## src/rtl/split_band_deesser_assert.svh

```systemverilog
// ---------------------------------------------------------------------------
// Split-band de-esser assertion macros
// Concurrent checks on the block clock, held off while reset is high.
// Define ASSERT_OFF to compile every check away.
// ---------------------------------------------------------------------------
`ifndef SPLIT_BAND_DEESSER_ASSERT_SVH
`define SPLIT_BAND_DEESSER_ASSERT_SVH
`ifndef ASSERT_OFF
// The consequent must hold in the same cycle as the antecedent.
`define SBD_ASSERT_IMP(lbl, ante, cons, msg) \
  lbl: assert property (@(posedge clk) disable iff (rst) (ante) |-> (cons)) else $error(msg);
// The consequent must hold in the cycle after the antecedent.
`define SBD_ASSERT_NEXT(lbl, ante, cons, msg) \
  lbl: assert property (@(posedge clk) disable iff (rst) (ante) |=> (cons)) else $error(msg);
`else
`define SBD_ASSERT_IMP(lbl, ante, cons, msg)
`define SBD_ASSERT_NEXT(lbl, ante, cons, msg)
`endif
`endif

```

## src/rtl/sbd_pkg.sv

```systemverilog
`timescale 1ns / 1ps
// ---------------------------------------------------------------------------
// Split-band de-esser package
// Fixed widths, formats, register and status codes, and the bank command.
// ---------------------------------------------------------------------------
package sbd_pkg;

  // Sample and coefficient formats.
  localparam int SAMPLE_W             = 18;
  localparam int SAMPLE_FRACTION_BITS = 16;
  localparam int COEF_BITS            = 16;

  // Configuration register widths.
  localparam int ALPHA_W      = 16;
  localparam int THRESH_W     = 17;
  localparam int GAIN_W       = 17;
  localparam int CHAN_COUNT_W = 4;
  localparam int CFG_DATA_W   = 17;
  localparam int CFG_INDEX_W  = 2;

  // Result fields and stream widths.
  localparam int TOTAL_W      = 16;
  localparam int IN_TDATA_W   = 24;
  localparam int IN_TUSER_W   = 1;
  localparam int OUT_TDATA_W  = 40;
  localparam int OUT_TUSER_W  = 3;

  // Datapath widths: working values, serial multiplier operands, product.
  localparam int WORK_W   = 22;
  localparam int MCAND_W  = 20;
  localparam int MPLIER_W = 17;
  localparam int PROD_W   = MCAND_W + 1 + MPLIER_W;
  localparam int CMP_W    = WORK_W + COEF_BITS + SAMPLE_FRACTION_BITS;

  // Channel index field in the bank command, wide enough for 64 channels.
  localparam int CHAN_FIELD_W = 6;

  localparam logic signed [WORK_W-1:0] ONE_VAL = WORK_W'(64'd1 << SAMPLE_FRACTION_BITS);
  localparam logic [TOTAL_W-1:0] TOTAL_MAX = '1;

  // Register reset values.
  localparam logic [ALPHA_W-1:0]      ALPHA_RESET  = 16'd32768;
  localparam logic [THRESH_W-1:0]     THRESH_RESET = 17'd32768;
  localparam logic [GAIN_W-1:0]       GAIN_RESET   = 17'd65536;
  localparam logic [CHAN_COUNT_W-1:0] CHAN_RESET   = 4'd1;

  typedef enum logic [CFG_INDEX_W-1:0] {
    REG_ALPHA     = 2'd0,
    REG_THRESHOLD = 2'd1,
    REG_GAIN      = 2'd2,
    REG_CHANNELS  = 2'd3
  } cfg_reg_t;

  typedef enum logic [1:0] {
    ST_OK        = 2'd0,
    ST_IN_RANGE  = 2'd1,
    ST_OUT_RANGE = 2'd2,
    ST_MISALIGN  = 2'd3
  } frame_status_t;

  // Commands from the sequencer to the low-band bank store.
  typedef struct packed {
    logic                    frame_start;
    logic                    frame_zero;
    logic                    rd_en;
    logic                    wr_en;
    logic [CHAN_FIELD_W-1:0] chan;
    logic [SAMPLE_W-1:0]     wr_data;
    logic                    frame_end;
    logic                    commit;
  } bank_cmd_t;

endpackage

```

## src/rtl/sbd_serial_mul.sv

```systemverilog
`timescale 1ns / 1ps
// ---------------------------------------------------------------------------
// Split-band de-esser serial multiplier
// Signed by unsigned shift-and-add multiplier, one multiplier bit per cycle.
// ---------------------------------------------------------------------------
module sbd_serial_mul (
  input  logic                                    clk,
  input  logic                                    rst,
  input  logic                                    start,
  input  logic signed [sbd_pkg::MCAND_W-1:0]      a,
  input  logic        [sbd_pkg::MPLIER_W-1:0]     b,
  output logic signed [sbd_pkg::PROD_W-1:0]       product,
  output logic                                    done
);
  import sbd_pkg::*;

  localparam int CNT_W = $clog2(MPLIER_W + 1);

  logic signed [MCAND_W:0]   hi;
  logic        [MPLIER_W-1:0] lo;
  logic signed [MCAND_W-1:0] a_q;
  logic signed [MCAND_W:0]   addend;
  logic signed [MCAND_W:0]   sum;
  logic [CNT_W-1:0]          cnt;
  logic                      busy;

  // Add the multiplicand when the current multiplier bit is set.
  assign addend = lo[0] ? {a_q[MCAND_W-1], a_q} : '0;
  assign sum    = hi + addend;

  // The product builds up in the upper half; settled bits shift into lo.
  assign product = $signed({hi, lo});

  // Step counter and completion pulse.
  always_ff @(posedge clk) begin
    if (rst) begin
      busy <= 1'b0;
      cnt  <= '0;
      done <= 1'b0;
    end else begin
      done <= 1'b0;
      if (start) begin
        busy <= 1'b1;
        cnt  <= CNT_W'(MPLIER_W);
      end else if (busy) begin
        cnt <= cnt - CNT_W'(1);
        if (cnt == CNT_W'(1)) begin
          busy <= 1'b0;
          done <= 1'b1;
        end
      end
    end
  end

  // Partial product shift register.
  always_ff @(posedge clk) begin
    if (start) begin
      hi  <= '0;
      lo  <= b;
      a_q <= a;
    end else if (busy) begin
      hi <= sum >>> 1;
      lo <= {sum[0], lo[MPLIER_W-1:1]};
    end
  end

endmodule

```

## src/rtl/sbd_bank_store.sv

```systemverilog
`timescale 1ns / 1ps
// ---------------------------------------------------------------------------
// Split-band de-esser low-band bank store
// Two banks of per-channel lowpass state with commit and rollback.
// ---------------------------------------------------------------------------
module sbd_bank_store #(
  parameter int MAX_CHANNELS = 8
) (
  input  logic                           clk,
  input  logic                           rst,
  input  sbd_pkg::bank_cmd_t             cmd,
  output logic [sbd_pkg::SAMPLE_W-1:0]   rd_data
);
  import sbd_pkg::*;

  localparam int CH_W   = (MAX_CHANNELS > 1) ? $clog2(MAX_CHANNELS) : 1;
  localparam int ADDR_W = CH_W + 1;
  localparam int DEPTH  = 2 ** ADDR_W;

  logic [SAMPLE_W-1:0]     mem [DEPTH];
  logic [DEPTH-1:0]        valid;
  logic [MAX_CHANNELS-1:0] sel;
  logic [MAX_CHANNELS-1:0] touched;
  logic                    zero_state;
  logic [CH_W-1:0]         ch;
  logic [ADDR_W-1:0]       rd_addr;
  logic [ADDR_W-1:0]       wr_addr;
  logic [SAMPLE_W-1:0]     rd_q;
  logic                    rd_blank;

  assign ch = cmd.chan[CH_W-1:0];

  // A channel touched this frame reads its working bank, else its committed bank.
  assign rd_addr = {touched[ch] ? ~sel[ch] : sel[ch], ch};
  assign wr_addr = {~sel[ch], ch};

  // An entry never written, or an untouched channel in a zeroing frame, reads zero.
  assign rd_data = rd_blank ? '0 : rd_q;

  // Bank memory with a registered read.
  always_ff @(posedge clk) begin
    if (cmd.wr_en) begin
      mem[wr_addr] <= cmd.wr_data;
    end
    if (cmd.rd_en) begin
      rd_q     <= mem[rd_addr];
      rd_blank <= !valid[rd_addr] || (!touched[ch] && zero_state);
    end
  end

  // Entry valid bits, bank selects and per-frame tracking.
  always_ff @(posedge clk) begin
    if (rst) begin
      valid      <= '0;
      sel        <= '0;
      touched    <= '0;
      zero_state <= 1'b0;
    end else begin
      if (cmd.frame_start) begin
        touched    <= '0;
        zero_state <= cmd.frame_zero;
      end
      if (cmd.wr_en) begin
        valid[wr_addr] <= 1'b1;
        touched[ch]    <= 1'b1;
      end
      if (cmd.frame_end) begin
        // A clean frame flips touched channels and zeroes the rest if asked.
        if (cmd.commit) begin
          for (int c = 0; c < MAX_CHANNELS; c++) begin
            if (touched[c]) begin
              sel[c] <= ~sel[c];
            end else if (zero_state) begin
              valid[{sel[c], CH_W'(c)}] <= 1'b0;
            end
          end
        end
        touched    <= '0;
        zero_state <= 1'b0;
      end
    end
  end

endmodule

```

## src/rtl/split_band_deesser.sv

```systemverilog
`timescale 1ns / 1ps
// ---------------------------------------------------------------------------
// Split-band de-esser
// Per-channel one-pole crossover with high-band attenuation and frame commit.
// ---------------------------------------------------------------------------
// Channel   Direction  Carries
// cfg       in         register writes: alpha, threshold, gain, channel count
// s_axis    in         one input sample item with frame reset and last marks
// m_axis    out        one result item per input item, status on frame end
//
// An item steps through start, read, difference, first product, high band,
// a second product only when attenuated, sum and finish; a faulted item
// goes from start straight to finish. The shared serial multiplier works
// through one bit of its 17-bit coefficient per cycle, used once or twice.
// Reset is synchronous; no clearing pass is needed, as bank entries carry
// valid bits. A stalled output holds the result; the next item is accepted
// meanwhile and waits in its last step until the output register frees.
// ---------------------------------------------------------------------------
`include "split_band_deesser_assert.svh"

module split_band_deesser #(
  parameter int MAX_CHANNELS = 8
) (
  input  logic                                 clk,
  input  logic                                 rst,
  input  logic                                 cfg_we,
  input  logic [sbd_pkg::CFG_INDEX_W-1:0]      cfg_index,
  input  logic [sbd_pkg::CFG_DATA_W-1:0]       cfg_data,
  input  logic                                 s_axis_tvalid,
  output logic                                 s_axis_tready,
  // [17:0] sample
  input  logic [sbd_pkg::IN_TDATA_W-1:0]       s_axis_tdata,
  // [0] frame_reset
  input  logic [sbd_pkg::IN_TUSER_W-1:0]       s_axis_tuser,
  input  logic                                 s_axis_tlast,
  output logic                                 m_axis_tvalid,
  input  logic                                 m_axis_tready,
  // [17:0] out_sample, [33:18] attenuated_total
  output logic [sbd_pkg::OUT_TDATA_W-1:0]      m_axis_tdata,
  // [0] was_attenuated, [2:1] frame_status
  output logic [sbd_pkg::OUT_TUSER_W-1:0]      m_axis_tuser,
  output logic                                 m_axis_tlast
);
  import sbd_pkg::*;

  localparam int CH_W = (MAX_CHANNELS > 1) ? $clog2(MAX_CHANNELS) : 1;
  localparam logic [6:0] MAX_N = 7'(MAX_CHANNELS);

  typedef enum logic [8:0] {
    S_IDLE   = 9'b000000001,
    S_START  = 9'b000000010,
    S_READ   = 9'b000000100,
    S_DIFF   = 9'b000001000,
    S_MUL1   = 9'b000010000,
    S_HIGH   = 9'b000100000,
    S_MUL2   = 9'b001000000,
    S_SUM    = 9'b010000000,
    S_FINISH = 9'b100000000
  } state_t;

  // Configuration registers.
  logic [ALPHA_W-1:0]      alpha;
  logic [THRESH_W-1:0]     thresh;
  logic [GAIN_W-1:0]       gain;
  logic [CHAN_COUNT_W-1:0] chan_count;

  // Control state.
  state_t          state, state_next;
  logic            pending, pending_next;
  frame_status_t   fault, fault_next;
  logic [CH_W-1:0] pos, pos_next;
  logic [TOTAL_W-1:0] att_count, att_count_next;
  logic            out_valid, out_valid_next;

  // Item payload and working values.
  logic signed [SAMPLE_W-1:0] x_q;
  logic                       rst_q;
  logic                       last_q;
  logic [CH_W-1:0]            chan;
  logic signed [WORK_W-1:0]   s_q;
  logic signed [WORK_W-1:0]   low_q;
  logic signed [WORK_W-1:0]   ph_q;
  logic signed [WORK_W-1:0]   y_q;
  logic                       hit_q;
  logic                       att_q;

  // Output register.
  logic [SAMPLE_W-1:0] out_sample;
  logic                out_att;
  logic                out_last;
  frame_status_t       out_status;
  logic [TOTAL_W-1:0]  out_total;

  // Datapath signals.
  logic [6:0]               cc_ext;
  logic [6:0]               n_act;
  logic [CH_W-1:0]          pos_eff;
  logic [CH_W-1:0]          chan_sel;
  frame_status_t            fault_eff;
  logic signed [WORK_W-1:0] x_ext;
  logic signed [WORK_W-1:0] s_ext;
  logic signed [WORK_W-1:0] diff;
  logic signed [WORK_W-1:0] rounded;
  logic signed [WORK_W-1:0] high;
  logic [WORK_W-1:0]        mag;
  logic [CMP_W-1:0]         mag_cmp;
  logic [CMP_W-1:0]         thr_cmp;
  logic                     hit;
  logic signed [WORK_W-1:0] y;
  logic                     y_bad;
  logic                     x_bad;
  logic                     out_load;
  frame_status_t            end_status;

  logic [SAMPLE_W-1:0]        rd_data;
  bank_cmd_t                  cmd;
  logic                       mul_start;
  logic signed [MCAND_W-1:0]  mul_a;
  logic [MPLIER_W-1:0]        mul_b;
  logic signed [PROD_W-1:0]   mul_prod;
  logic                       mul_done;

  sbd_bank_store #(
    .MAX_CHANNELS (MAX_CHANNELS)
  ) u_bank (
    .clk     (clk),
    .rst     (rst),
    .cmd     (cmd),
    .rd_data (rd_data)
  );

  sbd_serial_mul u_mul (
    .clk     (clk),
    .rst     (rst),
    .start   (mul_start),
    .a       (mul_a),
    .b       (mul_b),
    .product (mul_prod),
    .done    (mul_done)
  );

  // Configuration writes.
  always_ff @(posedge clk) begin
    if (rst) begin
      alpha      <= ALPHA_RESET;
      thresh     <= THRESH_RESET;
      gain       <= GAIN_RESET;
      chan_count <= CHAN_RESET;
    end else if (cfg_we) begin
      unique case (cfg_reg_t'(cfg_index))
        REG_ALPHA:     alpha      <= cfg_data[ALPHA_W-1:0];
        REG_THRESHOLD: thresh     <= cfg_data[THRESH_W-1:0];
        REG_GAIN:      gain       <= cfg_data[GAIN_W-1:0];
        REG_CHANNELS:  chan_count <= cfg_data[CHAN_COUNT_W-1:0];
      endcase
    end
  end

  // Active channel count, clamped to one and to the bank size.
  assign cc_ext = 7'(chan_count);
  assign n_act  = (chan_count == '0) ? 7'd1 : ((cc_ext > MAX_N) ? MAX_N : cc_ext);

  // Channel of the item: a fresh frame starts at zero, a stale position wraps.
  assign pos_eff   = pending ? '0 : pos;
  assign chan_sel  = (7'(pos_eff) >= n_act) ? '0 : pos_eff;
  assign fault_eff = pending ? ST_OK : fault;

  // Lowpass, split and attenuation arithmetic, one step per state.
  assign x_ext   = WORK_W'(x_q);
  assign s_ext   = WORK_W'($signed(rd_data));
  assign diff    = x_ext - s_ext;
  assign rounded = WORK_W'($signed(mul_prod[PROD_W-1:COEF_BITS]))
                 + WORK_W'({1'b0, mul_prod[COEF_BITS-1]});
  assign high    = x_ext - low_q;
  assign mag     = high[WORK_W-1] ? WORK_W'(-high) : WORK_W'(high);
  assign mag_cmp = CMP_W'(mag) << COEF_BITS;
  assign thr_cmp = CMP_W'(thresh) << SAMPLE_FRACTION_BITS;
  assign hit     = mag_cmp >= thr_cmp;
  assign y       = low_q + ph_q;
  assign y_bad   = (y < -ONE_VAL) || (y > ONE_VAL);
  assign x_bad   = (x_ext < -ONE_VAL) || (x_ext > ONE_VAL);

  // The result may go out once the output register is free.
  assign out_load   = (state == S_FINISH) && (!out_valid || m_axis_tready);
  assign end_status = (7'(chan) != (n_act - 7'd1)) ? ST_MISALIGN : fault;

  // Sequencer next state and commands.
  always_comb begin
    state_next     = state;
    pending_next   = pending;
    fault_next     = fault;
    pos_next       = pos;
    att_count_next = att_count;
    cmd            = '0;
    cmd.chan       = CHAN_FIELD_W'(chan);
    cmd.wr_data    = low_q[SAMPLE_W-1:0];
    mul_start      = 1'b0;
    mul_a          = diff[MCAND_W-1:0];
    mul_b          = MPLIER_W'(alpha);
    unique case (state)
      S_IDLE: begin
        if (s_axis_tvalid) begin
          state_next = S_START;
        end
      end
      S_START: begin
        if (pending) begin
          pending_next    = 1'b0;
          att_count_next  = '0;
          cmd.frame_start = 1'b1;
          cmd.frame_zero  = rst_q;
        end
        fault_next = fault_eff;
        if (fault_eff != ST_OK) begin
          state_next = S_FINISH;
        end else if (x_bad) begin
          fault_next = ST_IN_RANGE;
          state_next = S_FINISH;
        end else begin
          state_next = S_READ;
        end
      end
      S_READ: begin
        cmd.rd_en  = 1'b1;
        state_next = S_DIFF;
      end
      S_DIFF: begin
        mul_start  = 1'b1;
        state_next = S_MUL1;
      end
      S_MUL1: begin
        if (mul_done) begin
          state_next = S_HIGH;
        end
      end
      S_HIGH: begin
        mul_a = high[MCAND_W-1:0];
        mul_b = MPLIER_W'(gain);
        if (hit) begin
          mul_start  = 1'b1;
          state_next = S_MUL2;
        end else begin
          state_next = S_SUM;
        end
      end
      S_MUL2: begin
        if (mul_done) begin
          state_next = S_SUM;
        end
      end
      S_SUM: begin
        if (y_bad) begin
          fault_next = ST_OUT_RANGE;
        end else begin
          cmd.wr_en = 1'b1;
          if (hit_q && (att_count != TOTAL_MAX)) begin
            att_count_next = att_count + TOTAL_W'(1);
          end
        end
        state_next = S_FINISH;
      end
      S_FINISH: begin
        if (out_load) begin
          state_next = S_IDLE;
          if (last_q) begin
            cmd.frame_end  = 1'b1;
            cmd.commit     = (end_status == ST_OK);
            fault_next     = ST_OK;
            att_count_next = '0;
            pos_next       = '0;
            pending_next   = 1'b1;
          end else begin
            pos_next = ((7'(chan) + 7'd1) >= n_act) ? '0 : CH_W'(chan + CH_W'(1));
          end
        end
      end
      default: begin
        state_next = S_IDLE;
      end
    endcase
  end

  // Output valid follows loads and downstream acceptance.
  always_comb begin
    if (out_load) begin
      out_valid_next = 1'b1;
    end else if (m_axis_tready) begin
      out_valid_next = 1'b0;
    end else begin
      out_valid_next = out_valid;
    end
  end

  // Control registers.
  always_ff @(posedge clk) begin
    if (rst) begin
      state     <= S_IDLE;
      pending   <= 1'b1;
      fault     <= ST_OK;
      pos       <= '0;
      att_count <= '0;
      out_valid <= 1'b0;
    end else begin
      state     <= state_next;
      pending   <= pending_next;
      fault     <= fault_next;
      pos       <= pos_next;
      att_count <= att_count_next;
      out_valid <= out_valid_next;
    end
  end

  // Item payload and intermediate results.
  always_ff @(posedge clk) begin
    if (state == S_IDLE && s_axis_tvalid) begin
      x_q    <= $signed(s_axis_tdata[SAMPLE_W-1:0]);
      rst_q  <= s_axis_tuser[0];
      last_q <= s_axis_tlast;
    end
    if (state == S_START) begin
      chan  <= chan_sel;
      y_q   <= '0;
      att_q <= 1'b0;
    end
    if (state == S_DIFF) begin
      s_q <= s_ext;
    end
    if (state == S_MUL1 && mul_done) begin
      low_q <= s_q + rounded;
    end
    if (state == S_HIGH) begin
      hit_q <= hit;
      ph_q  <= high;
    end
    if (state == S_MUL2 && mul_done) begin
      ph_q <= rounded;
    end
    if (state == S_SUM && !y_bad) begin
      y_q   <= y;
      att_q <= hit_q;
    end
  end

  // Output register load; status and count only on a frame's last item.
  always_ff @(posedge clk) begin
    if (out_load) begin
      out_sample <= y_q[SAMPLE_W-1:0];
      out_att    <= att_q;
      out_last   <= last_q;
      if (last_q) begin
        out_status <= end_status;
        out_total  <= (end_status == ST_OK) ? att_count : '0;
      end else begin
        out_status <= ST_OK;
        out_total  <= '0;
      end
    end
  end

  assign s_axis_tready = (state == S_IDLE);
  assign m_axis_tvalid = out_valid;
  assign m_axis_tdata  = {{(OUT_TDATA_W - TOTAL_W - SAMPLE_W){1'b0}}, out_total, out_sample};
  assign m_axis_tuser  = {out_status, out_att};
  assign m_axis_tlast  = out_last;

  // Mid-frame results carry no status and no count.
  `SBD_ASSERT_IMP(a_mid_frame_clean, m_axis_tvalid && !out_last, (out_status == ST_OK) && (out_total == '0), "mid-frame item has status or count")
  // A faulted or misaligned frame reports no count.
  `SBD_ASSERT_IMP(a_fault_no_total, m_axis_tvalid && (out_status != ST_OK), out_total == '0, "faulted frame reports a count")
  // Once an item is taken the block works on it before taking another.
  `SBD_ASSERT_NEXT(a_busy_after_accept, s_axis_tvalid && s_axis_tready, !s_axis_tready, "second item taken while busy")

endmodule
```

## config.mk

```make
export PLATFORM = sky130hd
export DESIGN_NAME = split_band_deesser
export DESIGN_NICKNAME = d
export VERILOG_FILES = /design/src/rtl/sbd_pkg.sv /design/src/rtl/sbd_serial_mul.sv /design/src/rtl/sbd_bank_store.sv /design/src/rtl/split_band_deesser.sv
export VERILOG_INCLUDE_DIRS = /design/src /design/src/rtl
export SDC_FILE = /design/constraint.sdc
export NUM_CORES = 1
export LEC_CHECK = 0
export BUFFER_PORTS_ARGS = -buffer_cell sky130_fd_sc_hd__buf_4
export CAP_MARGIN = 10
export CORE_MARGIN = 2
export CORE_UTILIZATION = 30
export CTS_CLUSTER_SIZE = 8
export DETAILED_ROUTE_END_ITERATION = 8
export SLEW_MARGIN = 20
export SYNTH_ARGS = -nofsm -noshare
export SYNTH_HDL_FRONTEND = slang
export SYNTH_SLANG_ARGS = --single-unit
```

## constraint.sdc

```tcl
create_clock -name clk -period 18.1 [get_ports clk]
set_input_delay 0.905 -clock clk [delete_from_list [all_inputs] [get_ports clk]]
set_output_delay 0.905 -clock clk [all_outputs]
set_load 0.1 [all_outputs]
```

**After elaboration in Yosys (flattened, before gate mapping)**

Memory sizes are Yosys's and may differ from the RTL's. A register that Yosys moved wholly into a read port is not among the register bits.
Cells that the tools add are included.

- Memories: 1
- Word-level logic and storage cells: 328
- Flip-flop bits (word level): 327
- Bits in writable memories: 288
- Output and inout bits: 46

Memories:

| memory | words | bits a word | read ports | clocked after Yosys merged registers in | wr ports | RTL line | text |
|---|---|---|---|---|---|---|---|
| u_bank.mem | 16 | 18 | 1 | 1 | 1 | sbd_bank_store.sv:20 | `logic [SAMPLE_W-1:0] mem [DEPTH];` |

- Add/subtract/negate cells: 12
- Mux-type cells: 134
- Reduce and logical (&&, ||, !) cells: 56
- $lt $le $gt $ge: 29
- Bitwise operators: 28
- Equality and inequality tests: 24

Operators with widths:

| cell | count |
|---|---|
| $mux 16 | 46 |
| $and 16x16->16 | 8 |
| $pmux 9 s9 | 1 |
| $mux 22 | 3 |
| $mux 18 | 3 |
| $mux 9 | 6 |
| $mux 17 | 3 |
| $lt 4x5->1 const B | 10 |
| $pmux 16 s3 | 1 |
| $ge 38x33->1 | 1 |
| $ge 4x1->1 const B | 9 |
| $mux 8 | 4 |
| $mux 1 | 30 |
| $reduce_and 3->1 | 9 |
| $mux 2 | 12 |
| $add 18x22->22 | 1 |
| $add 21x2->22 | 1 |
| $add 22x22->22 | 1 |
| $gt 22x18->1 const B | 1 |
| $lt 22x17->1 const B | 1 |
| $neg 22->22 | 1 |
| $sub 18x22->22 | 1 |
| $add 20x21->21 | 1 |
| $mux 21 | 1 |
| 63 further kinds | 128 |

**Logic depth before layout (Yosys ltp)**

Gate-level depths: netlist (run 1).

- Depth after elaboration: 57
- Gate-level depth with buffers: 26
- Mapped depth without buffers: 23

**By module**

A second synthesis (run 1) with hierarchy kept.

- Cell total of the unflattened synthesis: 2577
- Area, all modules: 31295.0 um^2

Modules (own cells, without submodules):

| module | seq. area each (um^2) | area an instance (um^2) | instances | cells an instance |
|---|---|---|---|---|
| split_band_deesser | 6015.8 | 14542.7 | 1 | 1584 |
| sbd_bank_store | 9879.5 | 13334.0 | 1 | 682 |
| sbd_serial_mul | 1651.6 | 3418.3 | 1 | 311 |

**Worst setup path before layout (run 1)**

Ideal clock, no wire load.

- Path type: register to register
- Start: reg low_q[1]
- End: reg u_mul.lo[0], enable pin
- Arrival time: 5.529 ns
- Data required time: 17.675 ns
- Period minus slack after synthesis: 5.955 ns
- Cell stages (with the launch flop): 26
- Setup slack: 12.145 ns
- Path through: edfxtp_1 > inv_1 > ha_1 > nor2b_4 > o2111ai_1 > a21oi_1 > o21ai_0 > a2111oi_0 > o21ai_1 > xnor2_1 > clkbuf_1 > nor2_1 > xnor2_1 > ha_1 > a21o_1 > a21o_1 > a21o_1 > a21oi_1 > o21ai_0 > a211o_1 > a221oi_1 > o2111a_2 > nand2b_4 > buf_6 > buf_6 > nand3_1

- Cells in the longest elaborated chain, start to end: 7

Ends and longest elaborated chain:

| element | RTL line | text |
|---|---|---|
| from (decl) | split_band_deesser.sv:81 | `logic signed [WORK_W-1:0] low_q;` |
| from (signal assigned) | split_band_deesser.sv:329 | `low_q <= s_q + rounded;` |
| $sub 18x22->22 * | split_band_deesser.sv:174 | `assign high = x_ext - low_q;` |
| $neg 22->22 | split_band_deesser.sv:175 | `assign mag = high[WORK_W-1] ? WORK_W'(-high) : WORK_W'(high);` |
| $mux 22 * | split_band_deesser.sv:175 |  |
| $ge 38x33->1 * | split_band_deesser.sv:178 | `assign hit = mag_cmp >= thr_cmp;` |
| $mux 1 * | split_band_deesser.sv:239 | `if (hit) begin` |
| $pmux 1 s2 * | split_band_deesser.sv:200 | `unique case (state)` |
| $reduce_bool 2->1 (no source line) * | - |  |
| to (signal assigned) | sbd_serial_mul.sv:63 | `lo <= {sum[0], lo[MPLIER_W-1:1]};` |
| to (decl) | sbd_serial_mul.sv:20 | `logic [MPLIER_W-1:0] lo;` |

Mark *: on every way between the ends. The rest lies on a longest branch, timed or not.
A chain may end at the register's enable or synchronous reset.

**Final worst setup path (run 1)**

- Start: reg low_q[1]
- End: reg u_mul.lo[6], enable pin

The elaborated chain is that of the path after synthesis.

==> results of run 1 <==
-- flip-flops by register name (all words and copies together), names as in the netlist, 9 cells and up --
name	cells
alpha	16
att_count	16
gain	17
low_q	22
out_sample	18
out_total	16
ph_q	22
s_q	18
state	9
thresh	17
u_bank.mem	288
u_bank.rd_q	18
u_bank.valid	16
u_mul.a_q	20
u_mul.hi	20
u_mul.lo	17
x_q	18
y_q	18
-- routing by layer --
metal,routed length (um),up-vias
li1,-,10200
met1,38290,10600
met2,40780,662
met3,4630,122
met4,1984,4
met5,24,-
-- through the flow --
| stage | worst slack (ns) | area (um2) | util | hold WS, ns | power (mW) |
|---|---|---|---|---|---|
| floorplan | 12.15 | 30530 | - | 0.4003 | 1.956 |
| global placement | 10.06 | 32680 | 0.3254 | 0.4056 | 2.090 |
| detailed placement | 10.09 | 32680 | 0.3254 | 0.4045 | 2.095 |
| CTS | 10.03 | 35220 | 0.3507 | 0.3872 | 3.632 |
| global route | 9.460 | 35220 | 0.3507 | 0.4030 | 3.735 |
| finish | 10.13 | 35220 | 0.3507 | 0.4104 | 3.602 |
-- kinds of logic after synthesis --
logic type,after synthesis
buffers and inverters,227
AND/OR/NAND/NOR,835
flip-flops,633
XOR/XNOR,123
multiplexers,32
other,1
AO/OA/AOI/OAI,676
adder cells (fa/ha/maj),141
-- layout make-up --
type | instances | area, um2 | area share
clock buffers | 123 | 2386 | 0.06774
clock inverters | 7 | 151.4 | 0.004298
inverters | 110 | 412.9 | 0.01172
multi-input cells | 1813 | 12140 | 0.3445
flip-flops and latches | 633 | 17550 | 0.4982
well taps | 1357 | 1698 | 0.04820
repair buffers | 119 | 893.4 | 0.02536
-- report_power, final --
part	internal (mW)	switching [mW]	leakage, nW
clock	0.911	0.623	1.22
sequential	1.59	0.0272	5.64
combinational	0.171	0.282	5.84
total	2.67	0.932	12.7
-- final timing paths --
check,cells past startpoint,to,from
worst max-delay path,23,u_mul.lo[6]$_DFFE_PP_,low_q[1]$_DFFE_PP_
worst min-delay path,0,out_sample[7]$_DFFE_PP_,y_q[7]$_SDFFCE_PP0P_
worst max register to register,23,u_mul.lo[6]$_DFFE_PP_,low_q[1]$_DFFE_PP_
worst min register to register,0,out_sample[7]$_DFFE_PP_,y_q[7]$_SDFFCE_PP0P_
-- synth_stat cells, drive strengths merged (28+ instances only) --
library cell / n
nand2b: 36
ha: 136
a31oi: 34
a22o: 37
a22oi: 92
edfxtp: 487
xor2: 54
xnor2: 69
nand2: 228
nand4: 30
nor3: 73
inv: 108
nor2: 212
and2: 62
dfxtp: 146
a221oi: 39
buf: 28
o21ai: 74
nand3: 55
clkbuf: 89
a21o: 45
a21oi: 185
-- worst reg2reg max path: stages, from the launching register on --
cell                        delay, ns
sky130_fd_sc_hd__edfxtp_1        0.80
sky130_fd_sc_hd__inv_1           0.27
sky130_fd_sc_hd__ha_1            0.35
sky130_fd_sc_hd__nor2b_4         0.13
sky130_fd_sc_hd__o2111ai_1       0.20
sky130_fd_sc_hd__a21oi_1         0.27
sky130_fd_sc_hd__o21ai_0         0.23
sky130_fd_sc_hd__a2111oi_0       0.70
sky130_fd_sc_hd__o21ai_1         0.23
sky130_fd_sc_hd__xor2_1          0.20
sky130_fd_sc_hd__buf_4           0.20
sky130_fd_sc_hd__o21ai_0         0.31
sky130_fd_sc_hd__ha_1            0.30
sky130_fd_sc_hd__a21o_1          0.16
sky130_fd_sc_hd__a21o_1          0.17
sky130_fd_sc_hd__a21o_1          0.16
sky130_fd_sc_hd__a21o_1          0.18
sky130_fd_sc_hd__a21oi_1         0.14
sky130_fd_sc_hd__o21ai_0         0.13
sky130_fd_sc_hd__a211o_1         0.33
sky130_fd_sc_hd__a221oi_1        0.40
sky130_fd_sc_hd__o2111a_2        0.49
sky130_fd_sc_hd__nand2b_4        0.35
sky130_fd_sc_hd__nand3_1         0.71
==> run summary, run 1 <==
===================================================================================
Status                                                                 complete, no violations
Slew at the pin closest to its max-slew limit                              1.040 ns
Top library cells by usage in the layout, fill and taps aside          487 x sky130_fd_sc_hd__edfxtp_1, 226 x sky130_fd_sc_hd__nand2_1, 201 x sky130_fd_sc_hd__nor2_1, 181 x sky130_fd_sc_hd__a21oi_1, 146 x sky130_fd_sc_hd__dfxtp_1
Dominant synthesized flop cell                                         sky130_fd_sc_hd__edfxtp_1
Combinational family with the most area after synthesis                compound AO/OA/AOI/OAI gates
Row count                                                                       116
Synth top area share                                                         0.4793
Routed Antenna Nets                                                               0
Total count of max-transition violations in the final report                      0
Element type at the critical path end                                     flip-flop
Fraction of registers with async set/reset                                        0
Share of synthesized area occupied by flip-flops and latches                 0.5751
Hold-fix buffers at CTS                                                           0
Global routing usage summed across all routing layers                        0.1610
Synthesized area per cell                                                 11.44 um2
CTS clock-pin slew for the worst setup and hold paths                       0.05 ns
Global-route wire length before repair                                     128.0 mm
TritonCTS Sinks                                                                 633
Floorplan die width                                                        322.9 um
Total die area                                                           104300 um2
Cell area power density                                                102.3 nW/um2
Die height                                                                 322.9 um
Area share of xor/xnor cells in the synthesized design                      0.03580
Cell occurring most often along the worst timing path                  sky130_fd_sc_hd__a21o_1
Reg2reg setup slack                                                        10.13 ns
Largest delay contributor family on the critical path                  compound AO/OA/AOI/OAI gates
Most Crowded Layer GR                                                          met2
Area fraction in compound gates after synthesis                              0.1538
CP max stage delay                                                          0.80 ns
Top post-synthesis cells by area                                       sky130_fd_sc_hd__edfxtp_1 48%, sky130_fd_sc_hd__dfxtp_1 9.6%, sky130_fd_sc_hd__ha_1 5.6%
Floorplan core area                                                      100400 um2
CTS tree                                                                      built
GR met2 Demand/Resource                                                      0.2675
Drt via density                                                               5.187
Vias in the first global route                                               20.50k
Net total in the final layout                                                  2957
Kind of start point of the critical path                                  flip-flop
Largest net degree at the start of global routing                                68
Total of endpoints with negative setup slack in the final report                  0
Overflow left after global routing                                                0
Number of flops mapped to enable cells by yosys                                 487
Most area-hungry cell type in the Yosys netlist                        sky130_fd_sc_hd__edfxtp_1
Clock root cell                                                        sky130_fd_sc_hd__clkbuf_16
Commonest non-fill, non-tap cell in the layout                         sky130_fd_sc_hd__edfxtp_1
Max capacitance violation total                                                   0
Number of placed instances, taps included                                      4032
Hpwl dp                                                                    56.88 mm
CTS Buf Count                                                                    89
Initial antenna violation count                                                   3
Hold/Removal Path Class                                                flip-flop to flip-flop
Count of placed standard cells in the final layout, fillers left out           4162
Antenna Diode Count                                                               0
Flip-flop and latch count after synthesis                                       633
Total number of H-tree levels                                                     3
Routed length per instance                                                 20.59 um
Number of iterations in the first detailed-routing pass                           5
Total wire length after detailed routing                                   85.71 mm
Final min period                                                           7.973 ns
Fraction of synthesized area in multiplexers                                0.01091
Buffers on Ports                                                                 83
Ys Warns                                                                          0
Post-CTS Setup Inserts                                                            0
Adder-cell area share of the yosys netlist                                  0.05905
Worst-path cell chain                                                  inv_1 > ha_1 > nor2b_4 > o2111ai_1 > a21oi_1 > o21ai_0 > a2111oi_0 > o21ai_1 > xor2_1 > buf_4 > o21ai_0 > ha_1 > a21o_1 > a21o_1 > a21o_1 > a21o_1 > a21oi_1 > o21ai_0 > a211o_1 > a221oi_1 > o2111a_2 > nand2b_4 > nand3_1
Grt met3 use                                                                0.02298
Leak Pwr                                                                   12.70 nW
Clk_lat worst skew                                                          0.66 ns
Detailed router's first-iteration violation count                              1762
Critical path data required time                                           18.23 ns
Fraction of final layout cells sized beyond drive strength 1                 0.1048
Slowest-stage cell, CP                                                 sky130_fd_sc_hd__edfxtp_1
Area growth, synth to finish                                                 15.45%
Arrival time at the worst endpoint                                          8.10 ns
Post-Synth Simple-Gate Area                                                  0.1350
Setup repair after global routing missed its margin                           false
Synthesized netlist cell count                                                 2668
Filler Cells Inserted                                                          9966
Number of top-level design ports                                                 96
DR DRC count                                                                      0
Global placer's final weighted congestion                                    0.8743
Number of cells upsized or downsized after cts                                    0
Fmax achieved                                                             125.4 MHz
DR vias                                                                      21.59k
Worst clock skew                                                         0.04969 ns
Hold Violations, Final                                                            0
Maximum fanout along the worst path                                              19
Worst VDD drop                                                           0.06699 mV
Initial cell density of the core                                             0.3038
CTS max path bufs                                                                 3
Final period utilization                                                     0.4405
Crit Path Category                                                     flip-flop to flip-flop
CP Buf/Inv Count                                                                  2
Global Route met1 Usage                                                      0.2175
Worst relative slew slack                                                    0.3065
Post-synth cell types                                                            92
Sum of negative setup slack                                                    0 ns
Mapped Area                                                               30510 um2
===================================================================================
(Power assumes the default switching activity.)
==> inputs of run 2 (changes only) <==
--- a/config.mk
+++ b/config.mk
@@ -6,6 +6,7 @@
 export SDC_FILE = /design/constraint.sdc
 export NUM_CORES = 1
 export LEC_CHECK = 0
+export ABC_AREA = 1
 export BUFFER_PORTS_ARGS = -buffer_cell sky130_fd_sc_hd__buf_4
 export CAP_MARGIN = 10
 export CORE_MARGIN = 2
==> constraint.sdc (replaced) <==
create_clock -name clk -period 7 [get_ports clk]
set_input_delay 0.35 -clock clk [delete_from_list [all_inputs] [get_ports clk]]
set_output_delay 0.35 -clock clk [all_outputs]
set_load 0.1 [all_outputs]
==> run summary, run 2 <==
===============================================================================
Status                                                             complete, no violations
Routed length per instance                                             18.35 um   -11%
Most area-hungry cell type in the Yosys netlist                    sky130_fd_sc_hd__edfxtp_1
Global placer's final weighted congestion                                0.9288   +6.2%
CTS clock-pin slew for the worst setup and hold paths                   0.05 ns   about the same
Setup repair after global routing missed its margin                       false
Launching instance or port of the critical path                    low_q[9]$_DFFE_PP_
Crit Path Category                                                 flip-flop to flip-flop
Reg2reg setup slack                                                     0.98 ns   -9.14 ns
Max capacitance violation total                                               0   unchanged
Global-route wire length before repair                                 134.8 mm   +5.3%
DR vias                                                                  23.95k   +11%
Cell occurring most often along the worst timing path              sky130_fd_sc_hd__nand2_1
Initial antenna violation count                                               0   -3
Number of flip-flops in the largest register                                288   unchanged
Count leader, synth                                                sky130_fd_sc_hd__nand2_1
Buffers on Ports                                                             83   unchanged
CTS max path bufs                                                             3   unchanged
Floorplan die width                                                    327.7 um   +1.5%
Floorplan core area                                                  103800 um2   +3.3%
Worst setup path end                                               u_mul.lo[14]$_DFFE_PP_
Combinational group share of total power                                  0.285   +0.159
GR met2 Demand/Resource                                                  0.2502   -0.01736
Relative contribution of sequential cells to total power                  0.372   -0.076
Critical R2R Capture                                               u_mul.lo[14]$_DFFE_PP_
Element type at the critical path end                                 flip-flop
Synthesized netlist cell count                                             3253   +22%
Grt met3 use                                                            0.02307   +0.00008992
Total wire length after detailed routing                               88.79 mm   +3.6%
Post-CTS Setup Inserts                                                        0   unchanged
Number of top-level design ports                                             96   unchanged
Row count                                                                   118   +1.7%
Regs by FF count                                                   u_bank.mem x288, low_q x22, ph_q x22
Depth of the most critical reg-to-reg path                                   30   +30%
Switch share                                                             0.3419   +0.08313
Post-synth cell types                                                        61   -34%
Sum of negative setup slack                                                0 ns   unchanged
Design Power                                                           11.81 mW   +230%
Routed Antenna Nets                                                           0   unchanged
Fmax achieved                                                         166.2 MHz   +33%
Die height                                                             327.7 um   +1.5%
Initial cell density of the core                                         0.3029   -0.0009251
Total count of max-transition violations in the final report                  0   unchanged
Worst clock skew                                                     0.03534 ns   -0.01434 ns
Slowest-stage cell, CP                                             sky130_fd_sc_hd__edfxtp_1
Commonest non-fill, non-tap cell in the layout                     sky130_fd_sc_hd__nand2_1
Flip-flop and latch count after synthesis                                   633   unchanged
Top post-synthesis cells by area                                   sky130_fd_sc_hd__edfxtp_1 47%, sky130_fd_sc_hd__dfxtp_1 9.3%, sky130_fd_sc_hd__nand2_1 8.2%
Final min period                                                       6.016 ns   -1.957 ns
CP max stage delay                                                      0.79 ns   about the same
Number of flops mapped to enable cells by yosys                             487   unchanged
Number of iterations in the first detailed-routing pass                       5   unchanged
Most Crowded Layer GR                                                      met2
Net Sw Power                                                           4.037 mW   +330%
Total of endpoints with negative setup slack in the final report              0   unchanged
Most instantiated cells after synthesis                            686 x sky130_fd_sc_hd__nand2_1, 487 x sky130_fd_sc_hd__edfxtp_1, 372 x sky130_fd_sc_hd__inv_1
Worst Setup Slack, final                                              0.9840 ns   -9.143 ns
Total die area                                                       107400 um2   +3.0%
Dominant synthesized flop cell                                     sky130_fd_sc_hd__edfxtp_1
TritonCTS Sinks                                                             633   unchanged
Setup WS pre-CTS                                                       1.091 ns   -8.996 ns
Leak Pwr                                                               14.18 nW   +12%
Clock root cell                                                    sky130_fd_sc_hd__clkbuf_16
Net total in the final layout                                              3606   +22%
Critical path data required time                                        7.37 ns   -10.86 ns
DR DRC count                                                                  0   unchanged
Internal power component                                               7.769 mW   +190%
Detailed router's first-iteration violation count                          2044   +16%
Worst relative slew slack                                                0.1513   -0.1552
Global Route met1 Usage                                                  0.2376   +0.02012
Register ranked first by flip-flop count                             u_bank.mem
Total number of H-tree levels                                                 3   unchanged
Cell area power density                                            320.7 nW/um2   +210%
Arrival time at the worst endpoint                                      6.39 ns   -1.71 ns
Synthesized area per cell                                             9.663 um2   -16%
Clk_lat worst skew                                                      0.65 ns   about the same
Fraction of registers with async set/reset                                    0   unchanged
CTS tree                                                                  built
Portion of total power attributed to the clock network                    0.342   -0.084
Final period utilization                                                 0.8594   +0.4189
CTS Buf Count                                                                90   +1.1%
Largest net degree at the start of global routing                            92   +35%
Hpwl dp                                                                60.31 mm   +6.0%
Global routing usage summed across all routing layers                    0.1627   +0.001652
Hold/Removal Path Class                                            input port to flip-flop
Area growth, synth to finish                                             17.12%
Worst VDD drop                                                        0.1902 mV   +180%
Slew at the pin closest to its max-slew limit                          1.260 ns   +0.2195 ns
Kind of start point of the critical path                              flip-flop
Synth top area share                                                     0.4652   -0.01408
Vias in the first global route                                           22.34k   +9.0%
Mapped Area                                                           31430 um2   +3.0%
Share of synthesized area occupied by flip-flops and latches             0.5582   -0.01689
Drt via density                                                           4.950   -4.6%
Overflow left after global routing                                            0   unchanged
Ys Warns                                                                      0   unchanged
Fraction of final layout cells sized beyond drive strength 1            0.09980   -0.005015
Hold Violations, Final                                                        0   unchanged
Top library cells by usage in the layout, fill and taps aside      686 x sky130_fd_sc_hd__nand2_1, 487 x sky130_fd_sc_hd__edfxtp_1, 372 x sky130_fd_sc_hd__inv_1, 230 x sky130_fd_sc_hd__nor2_1, 215 x sky130_fd_sc_hd__a21oi_1
Worst flop-to-flop path startpoint                                 low_q[9]$_DFFE_PP_
Maximum fanout along the worst path                                          52   +33
===============================================================================
[run 2: cell type report]
type | count | area [um2]
sequential | 633 | 17550
fill | 10370 | 66980
tap | 1380 | 1727
clock buffer | 126 | 2429
multi-input combinational | 2135 | 12130
clock inverter | 8 | 183.9
antenna | 1 | 2.502
inverter | 389 | 1460
timing repair buffer | 166 | 1339
[run 2: through the flow]
stage               instance area, um2  hold slack [ns]  cells    util
finish                           36810          0.06035   4838  0.3547
global route                     36810          0.07181   4837  0.3547
CTS                              36810          0.05244   4837  0.3547
detailed placement               33830           0.4045   4666  0.3259
global placement                 33830           0.4052   4666  0.3259
floorplan                        31450           0.4003   3258       -
[run 2: how the worst min path moves through the flow]
| stage | to | slack [ns] | cells past startpoint | startpoint |
|---|---|---|---|---|
| 6_report | m_axis_tvalid$_SDFFE_PP0P_ | 0.06 | 4 | m_axis_tready |
| 5_1_grt | m_axis_tvalid$_SDFFE_PP0P_ | 0.07 | 4 | m_axis_tready |
| 4_1_cts | m_axis_tvalid$_SDFFE_PP0P_ | 0.05 | 4 | m_axis_tready |
| 3_5_place_dp | out_sample[1]$_DFFE_PP_ | 0.40 | 0 | y_q[1]$_SDFFCE_PP0P_ |
| 3_3_place_gp | out_sample[14]$_DFFE_PP_ | 0.41 | 0 | y_q[14]$_SDFFCE_PP0P_ |
| 2_1_floorplan | out_att$_DFFE_PP_ | 0.40 | 0 | att_q$_SDFFCE_PP0P_ |
[run 2: what timing repair did]
item	in CTS	in global routing
gates resized for setup	0	0
endpoints found under the hold margin	40	0
hold buffers	37	0
[run 2: worst max-delay path: cells and delay by family (launching register included)]
kind	cells	cell delay [ns]
buf+inv	5	0.54
xor+xnor	2	0.65
compound gates	5	0.82
simple gates	16	2.24
fa+ha+maj	2	0.66
flops	1	0.79
[run 2: per-layer routing]
layer | wire (um) | vias up
met5 | 0 | -
met4 | 2173 | 0
met3 | 5986 | 130
met2 | 39010 | 768
met1 | 41620 | 11480
li1 | - | 11580
[run 2: kinds of logic (layout without fill, tap and decap cells)]
logic type	count (synthesis)	after routing	share of synthesized area
AO/OA/AOI/OAI	629	629	0.1222
XOR/XNOR	100	100	0.02870
adder cells (fa/ha/maj)	141	141	0.05732
buffers and inverters	490	689	0.06094
flip-flops	633	633	0.5582
multiplexers	2	2	0.0006369
other	1	7	0.0001193
AND/OR/NAND/NOR	1257	1257	0.1718
[run 2: power by group through the flow]
stage | logic, mW | clock network (mW) | registers [mW]
after global placement | 3.27 | 0 | 4.46
after floorplan | 2.37 | 0 | 4.40
final | 3.37 | 4.04 | 4.39
after global routing | 3.77 | 4.27 | 4.40
after detailed placement | 3.29 | 0 | 4.46
after CTS | 3.32 | 4.11 | 4.39
==> inputs of run 3 (changes only) <==
--- a/config.mk
+++ b/config.mk
@@ -13,7 +13,10 @@
 export CORE_UTILIZATION = 30
 export CTS_CLUSTER_SIZE = 8
 export DETAILED_ROUTE_END_ITERATION = 8
+export GPL_TIMING_DRIVEN = 0
+export RECOVER_POWER = 100
 export SLEW_MARGIN = 20
 export SYNTH_ARGS = -nofsm -noshare
 export SYNTH_HDL_FRONTEND = slang
 export SYNTH_SLANG_ARGS = --single-unit
+export TNS_END_PERCENT = 1
==> run summary, run 3 (same netlist as run 2, synthesis figures left out) <==
===================================================================================
Status                                                                 complete, but fails checks
Failing checks                                                         max-capacitance violations, max-slew violations
CTS tree                                                                      built
Leak Pwr                                                                   13.92 nW   -1.8%
Top library cells by usage in the layout, fill and taps aside          693 x sky130_fd_sc_hd__nand2_1, 487 x sky130_fd_sc_hd__edfxtp_1, 376 x sky130_fd_sc_hd__inv_1, 250 x sky130_fd_sc_hd__nor2_1, 219 x sky130_fd_sc_hd__a21oi_1
Placement Cell Area                                                       34230 um2   +1.2%
Number of flip-flops in the largest register                                    288   unchanged
Cell area power density                                                328.0 nW/um2   +2.3%
Crit Path Category                                                     flip-flop to flip-flop
Area occupied by multi-input gates                                        11920 um2   -1.7%
CTS Buf Count                                                                    90   unchanged
Commonest non-fill, non-tap cell in the layout                         sky130_fd_sc_hd__nand2_1
Register ranked first by flip-flop count                                 u_bank.mem
Critical path data required time                                            7.15 ns   -0.22 ns
Count of placed standard cells in the final layout, fillers left out           4909   +1.5%
Worst VDD drop                                                            0.1953 mV   +2.7%
Total count of max-transition violations in the final report                    104   +104
Drt via density                                                               4.981   +0.61%
Total number of H-tree levels                                                     3   unchanged
Design Power                                                               11.97 mW   +1.4%
Overflow left after global routing                                                0   unchanged
TritonCTS Sinks                                                                 633   unchanged
Worst relative slew slack                                                   -0.4439   -0.5952
Largest net degree at the start of global routing                                30   -67%
Element type at the critical path end                                     flip-flop
Number of iterations in the first detailed-routing pass                           5   unchanged
Hpwl dp                                                                    69.16 mm   +15%
Slew at the pin closest to its max-slew limit                              2.158 ns   +0.8982 ns
Global placer's final weighted congestion                                    0.9242   -0.50%
Regs by FF count                                                       u_bank.mem x288, low_q x22, ph_q x22
Antenna Diode Count                                                               0   -1
Initial cell density of the core                                             0.3029   unchanged
CTS max path bufs                                                                 3   unchanged
Row count                                                                       118   unchanged
Maximum fanout along the worst path                                              18   -65%
Net total in the final layout                                                  3677   +2.0%
Setup WS pre-CTS                                                          0.5778 ns   -0.5134 ns
DR DRC count                                                                      0   unchanged
Total die area                                                           107400 um2   unchanged
Detailed router's first-iteration violation count                              2348   +15%
Total wire length after detailed routing                                   95.15 mm   +7.2%
Clock root cell                                                        sky130_fd_sc_hd__clkbuf_16
Global routing usage summed across all routing layers                        0.1748   +0.01215
Kind of start point of the critical path                                  flip-flop
Global-route wire length before repair                                     142.3 mm   +5.6%
Worst flop-to-flop path startpoint                                     low_q[7]$_DFFE_PP_
Initial antenna violation count                                                   0   unchanged
Vias in the first global route                                               23.28k   +4.2%
Launching instance or port of the critical path                        low_q[7]$_DFFE_PP_
Floorplan core area                                                      103800 um2   unchanged
Number of top-level design ports                                                 96   unchanged
Final period utilization                                                     0.9198   +0.06040
Routed length per instance                                                 19.38 um   +5.6%
Total of endpoints with negative setup slack in the final report                  0   unchanged
Floorplan die width                                                        327.7 um   unchanged
Filler Cells Inserted                                                        10.48k   +1.1%
Sum of negative setup slack                                                    0 ns   unchanged
Final min period                                                           6.439 ns   +0.4228 ns
Number of placed instances, taps included                                      4734   +1.5%
Hold/Removal Path Class                                                input port to flip-flop
Worst clock skew                                                         0.03101 ns   -0.004335 ns
Routed Antenna Nets                                                               0   unchanged
Die height                                                                 327.7 um   unchanged
Max capacitance violation total                                                   6   +6
Finished Cell Area                                                        36510 um2   -0.84%
FF/Latch Area                                                             17550 um2   unchanged
Worst Setup Slack, final                                                  0.5611 ns   -0.4228 ns
Setup repair after global routing missed its margin                           false
Hold Violations, Final                                                            0   unchanged
Buffers on Ports                                                                 82   -1.2%
Fmax achieved                                                             155.3 MHz   -6.6%
DR vias                                                                      24.45k   +2.1%
Hold_sp                                                                 cfg_data[3]
Area growth, synth to finish                                                 16.14%
Clk_lat worst skew                                                          0.66 ns   about the same
Fraction of final layout cells sized beyond drive strength 1                0.06007   -0.03972
CTS clock-pin slew for the worst setup and hold paths                       0.05 ns   about the same
Arrival time at the worst endpoint                                          6.58 ns   +0.19 ns
===================================================================================
run 3: what timing repair did:
action / CTS / global route
setup buffers: 0 / 3
hold buffers: 36 / 0
resized for setup: 0 / 0
endpoints found under the hold margin: 42 / 0
endpoints found under the setup margin: 0 / 17
run 3: per-layer routing:
layer	share of wire	wire length [um]	GRT usage	vias to the layer above
met5	0	0	0	-
met1	0.45	42660	0.2438	11600
met2	0.44	41980	0.2708	945
met3	0.079	7528	0.03237	174
li1	-	-	-	11730
met4	0.031	2992	0.06282	0
run 3: path summary, 6_finish.rpt:
check	end	slack (ns)	cells after the start
worst max-delay path	u_mul.lo[5]$_DFFE_PP_	0.56	26
worst min-delay path	alpha[3]$_SDFFE_PP0P_	0.04	3
worst max register to register	u_mul.lo[5]$_DFFE_PP_	0.56	26
worst min register to register	out_sample[14]$_DFFE_PP_	0.42	0
run 3: stage by stage:
stage	util	hold slack (ns)
final	0.3517	0.04326
after global placement	0.3256	0.4051
after detailed placement	0.3298	0.4054
after global routing	0.3517	0.02559
after floorplan	-	0.4003
after CTS	0.3581	0.01191
run 3: area by class of cell:
type | instances | share of cell area
buffer | 101 | 0.01148
clock buffer | 126 | 0.06683
clock inverter | 9 | 0.003599
inverter | 389 | 0.04000
multi-input combinational | 2135 | 0.3266
sequential | 633 | 0.4807
tap | 1380 | 0.04730
timing repair buffer | 136 | 0.02355
run 3: power breakdown:
part | internal (mW) | switching [mW] | total, mW
Clock | 2.40 | 1.64 | 4.04
Sequential | 4.25 | 0.140 | 4.39
Combinational | 1.08 | 2.46 | 3.54
Total | 7.73 | 4.24 | 12.0
run 3: critical path, stage by stage, from the launching register on:
cell	delay [ns]
sky130_fd_sc_hd__edfxtp_1	0.90
sky130_fd_sc_hd__inv_1	0.24
sky130_fd_sc_hd__ha_1	0.40
sky130_fd_sc_hd__nand2_1	0.15
sky130_fd_sc_hd__inv_1	0.05
sky130_fd_sc_hd__nand2_1	0.06
sky130_fd_sc_hd__nand2_1	0.08
sky130_fd_sc_hd__a21oi_1	0.27
sky130_fd_sc_hd__o211ai_2	0.20
sky130_fd_sc_hd__xnor2_4	0.32
sky130_fd_sc_hd__clkbuf_1	0.39
sky130_fd_sc_hd__nand2_1	0.12
sky130_fd_sc_hd__xor2_1	0.40
sky130_fd_sc_hd__ha_1	0.33
sky130_fd_sc_hd__a21oi_1	0.15
sky130_fd_sc_hd__o21ai_0	0.09
sky130_fd_sc_hd__a21oi_1	0.12
sky130_fd_sc_hd__nand2_1	0.07
sky130_fd_sc_hd__nand3_1	0.06
sky130_fd_sc_hd__nand3_1	0.07
sky130_fd_sc_hd__a21oi_1	0.12
sky130_fd_sc_hd__nand2_1	0.06
sky130_fd_sc_hd__nor2_1	0.22
sky130_fd_sc_hd__nand3_4	0.12
sky130_fd_sc_hd__nand2_4	0.10
sky130_fd_sc_hd__buf_4	0.19
sky130_fd_sc_hd__nand3_1	0.63
